### src/wstd_pkg.sv
`default_nettype none

package wstd_pkg;

	// Action codes of an input word
	localparam logic [1:0] ACT_PUSH  = 2'd0;
	localparam logic [1:0] ACT_POP   = 2'd1;
	localparam logic [1:0] ACT_STEAL = 2'd2;

	// Commands from the controller to the datapath
	typedef struct packed {
		logic accept; // latch the input word and issue the entry read
		logic exec;   // apply the operation and load the result registers
	} cmd_t;

endpackage

`default_nettype wire

### src/wstd_ctrl.sv
`default_nettype none

module wstd_ctrl (
	input  wire logic          clk,
	input  wire logic          arst_n,
	input  wire logic          start,
	output logic               busy,
	output logic               done,
	output wstd_pkg::cmd_t     cmd
);

	import wstd_pkg::*;

	typedef enum logic [2:0] {
		S_IDLE = 3'b001,
		S_EXEC = 3'b010,
		S_DONE = 3'b100
	} state_t;

	state_t state_q;
	state_t state_d;

	assign busy       = (state_q == S_EXEC);
	assign done       = (state_q == S_DONE);
	assign cmd.accept = start && !busy;
	assign cmd.exec   = (state_q == S_EXEC);

	always_comb begin
		state_d = state_q;
		case (state_q)
			S_IDLE: begin
				if (cmd.accept) state_d = S_EXEC;
			end
			S_EXEC: begin
				state_d = S_DONE;
			end
			S_DONE: begin
				state_d = cmd.accept ? S_EXEC : S_IDLE;
			end
			default: begin
				state_d = S_IDLE;
			end
		endcase
	end

	always_ff @(posedge clk or negedge arst_n) begin
		if (!arst_n) begin
			state_q <= S_IDLE;
		end else begin
			state_q <= state_d;
		end
	end

	a_accept_exec: assert property (@(posedge clk) disable iff (!arst_n)
		cmd.accept |=> cmd.exec)
		else $error("accepted word not executed next cycle");

	a_exec_done: assert property (@(posedge clk) disable iff (!arst_n)
		cmd.exec |=> done && !cmd.exec)
		else $error("execute step not followed by result strobe");

	a_done_needs_exec: assert property (@(posedge clk) disable iff (!arst_n)
		$rose(done) |-> $past(cmd.exec))
		else $error("result strobe without execute step");

endmodule

`default_nettype wire

### config.mk
export PLATFORM = sky130hd
export DESIGN_NAME = wstd_ctrl
export DESIGN_NICKNAME = d
export VERILOG_FILES = /design/src/wstd_pkg.sv /design/src/wstd_ctrl.sv
export SDC_FILE = /design/constraint.sdc
export NUM_CORES = 1
export LEC_CHECK = 0
export BUFFER_PORTS_ARGS = -buffer_cell sky130_fd_sc_hd__buf_2
export CAP_MARGIN = 40
export CORE_AREA = 5 5 42 44
export DETAILED_ROUTE_END_ITERATION = 8
export DIE_AREA = 0 0 47 49
export MAX_ROUTING_LAYER = met4
export PLACE_DENSITY = 0.32
export SYNTH_ARGS = -nofsm -noshare
export SYNTH_HDL_FRONTEND = slang
export SYNTH_SLANG_ARGS = --single-unit
### constraint.sdc
create_clock -name clk -period 1.17 [get_ports clk]
set_input_delay 0 -clock clk [delete_from_list [all_inputs] [get_ports clk]]
set_output_delay 0 -clock clk [all_outputs]
set_load 0.005 [all_outputs]
==> run_results.csv <==
group,metric,value,unit
global_routing,top_usage_layer,"met1",
layout,largest_reg_flops,3,
layout,insertedDiodeCount,0,
floorplan,core_area,1400,um2
power_and_ir_drop,vdd_drop_max,1.02,mV
timing,slew_viol_final,0,
logic_synthesis,synth_seq_cells,3,
cts,cts_max_level,1,
critical_path,cp-end-kind,"output port",
floorplan,dieArea,2300,um2
timing,finalSetupTns,0,ns
critical_path,path_class,"flop to output port",
power_and_ir_drop,power.leakage,0.000113,uW
logic_synthesis,ys_warn_count,0,
cts,cts_tree,"built",
global_routing,grt_pass1_wl,648,um
critical_path,r2r_start,"state_q[0]",
timing,grt_setup_unrepaired,"false",
cts,clk_pin_slew,0.04,ns
min_path,hold_start,"start",
timing,fin_ws,0.0767,ns
placement,hpwlAfterDp,262,um
critical_path,cp_data_arrival_time,1.09,ns
layout,drive_above_1_share,0.708,
floorplan,ios,7,
placement,pre_cts_slack,0.177,ns
drt,vias,146,
global_routing,grt_overflow,0,
power_and_ir_drop,power_per_cell_area,2140,nW/um2
floorplan,die_y,49,um
logic_synthesis,synth_fp_nets,16,
logic_synthesis,yosysTopAreaCellShare,0.288,
timing,fmax,0.915,GHz
logic_synthesis,synthDistinctLibCells,10,
global_routing,grt_pass1_vias,134,
cts,clock_path_buffers,2,
logic_synthesis,synth_area_leaders,"dfrtp_1, dfstp_2, nor3b_2, nor3b_1, and4bb_1",
drt,drtAntennaViolNets,0,
timing,finClkSkew,0.000682,ns
drt,via_per_inst,3.65,
cts,clock_latency,0.23,ns
flow_run,maxCapViolCount,0,
min_path,hp-class,"primary input to flop",
outcome,status,"completed",
critical_path,cp.required,1.17,ns
global_routing,use_met3,0.0554,
timing,fin_crit_sh,0.934,
global_routing,grtUsageMet1,0.0619,
placement,numPortBuffers,6,
logic_synthesis,synth_cells,13,
drt,wirelength,367,um
layout,layout-area-overhead-vs-synth,54.7,%
cts,cts_sinks,3,
layout,regMostFlops,"state_q",
critical_path,timing.critical_path.from,"state_q[0]",
layout,layout.nets,28,
timing,hold_viol_final,0,
logic_synthesis,synth.avg_cell_area,13.4,um2
timing,fin_crit,1.09,ns
logic_synthesis,yosysTopAreaCell,"dfrtp_1",
global_routing,grt_max_degree,7,
timing,worst_pin_slew,0.191,ns
floorplan,die_width,47,um
placement,place_congestion,0.661,
global_routing,use_met2,0.0362,
global_routing,track_usage,0.0449,
layout,top_regs,"state_q x3",
drt,drt_pass1_iterations,2,
cts,cts_buffers,3,
logic_synthesis,syn-cell-area,174,um2
critical_path,worstPathMaxFanout,6,
global_routing,grt_antenna_before_repair,0,
cts,cts-root-buf,"clkbuf_4",
drt,drc,0,
timing,relSlewSlack,0.872,
drt,wl_per_cell,9.18,um
logic_synthesis,seq_area_frac_synth,0.439,
critical_path,critPathLaunchType,"flop",
floorplan,num_rows,14,
layout,nFillCells,163,
floorplan,start_util,0.124,
drt,first_iter_violations,1,
timing,final-setup-viol-count,0,
==> metrics by stage <==
step | utilization | cells | hold slack [ns] | cell area (um2) | total power, uW
after global placement | 0.154 | 34 | -0.201 | 216 | 360
after global routing | 0.192 | 40 | 0.0822 | 269 | 631
final | 0.192 | 40 | 0.0770 | 269 | 575
after floorplan | - | 13 | -0.296 | 174 | 322
after CTS | 0.180 | 39 | 0.0715 | 253 | 552
after detailed placement | 0.154 | 34 | -0.199 | 216 | 365
==> cells in the final DEF (no fill, tap or decap) <==
cell type      Yosys  routed
nor3b_1            2       2
dfstp_2            1       1
nor3b_2            2       1
nor3b_4            0       1
dfrtp_2            0       2
clkbuf_4           0       3
nor2b_1            1       1
and4bb_1           1       1
nor3_2             1       1
xnor2_1            1       1
buf_4              1       1
clkbuf_1           0       1
and4bb_2           1       1
dlygate4sd3_1      0       1
buf_2              0       6
==> layer usage <==
metal / up-vias / share of wire
met5: - / 0
li1: 69 / -
met3: 0 / 0.15
met2: 7 / 0.37
met4: 0 / 0
met1: 70 / 0.48
==> cell usage after synthesis (all sizes together) <==
| cell | n |
|---|---|
| xnor2 | 1 |
| nor3 | 1 |
| and4bb | 2 |
| dfstp | 1 |
| buf | 1 |
| nor3b | 4 |
| nor2b | 1 |
| dfrtp | 2 |
==> critical path: stages (launching register included) <==
cell and delay, ns:
dfstp_2 0.59, nor3b_4 0.07, nor2b_1 0.09, buf_2 0.11
==> what timing repair did <==
action	4_1_cts	5_1_grt
setup buffers	0	1
endpoints found under the hold margin	3	0
endpoints found under the setup margin	0	3
gates resized for setup	0	3
hold buffers	1	0
==> final cells by class <==
| class | instances | area (um2) | share of cell area |
|---|---|---|---|
| Timing Repair Buffer | 8 | 47.5 | 0.177 |
| Tap cell | 16 | 20.0 | 0.0744 |
| Multi-Input combinational cell | 9 | 96.3 | 0.358 |
| Clock buffer | 4 | 26.3 | 0.0977 |
| Sequential cell | 3 | 78.8 | 0.293 |
==> kinds of logic after synthesis <==
group	count (synthesis)	synth area share
buffers and inverters	1	0.0432
and+or+nand+nor	8	0.468
xor gates and xnor gates	1	0.0504
DFF	3	0.439
==> report_power, final <==
| group | internal, uW | leakage (uW) | switching, uW |
|---|---|---|---|
| clock | 127 | 0.0000150 | 47.9 |
| sequential | 159 | 0.0000342 | 71.0 |
| combinational | 116 | 0.0000640 | 54.6 |
==> final timing paths <==
path,to,slack (ns),cells after the start
worst max-delay path,cmd[1],0.08,3
worst min-delay path,state_q[1],0.08,2
worst max register to register,state_q[0],0.14,3
worst min register to register,state_q[1],0.50,1
max in group asynchronous,state_q[0],0.88,2
min in group asynchronous,state_q[1],0.09,2
No activity file was read; power rests on OpenSTA's default activity.
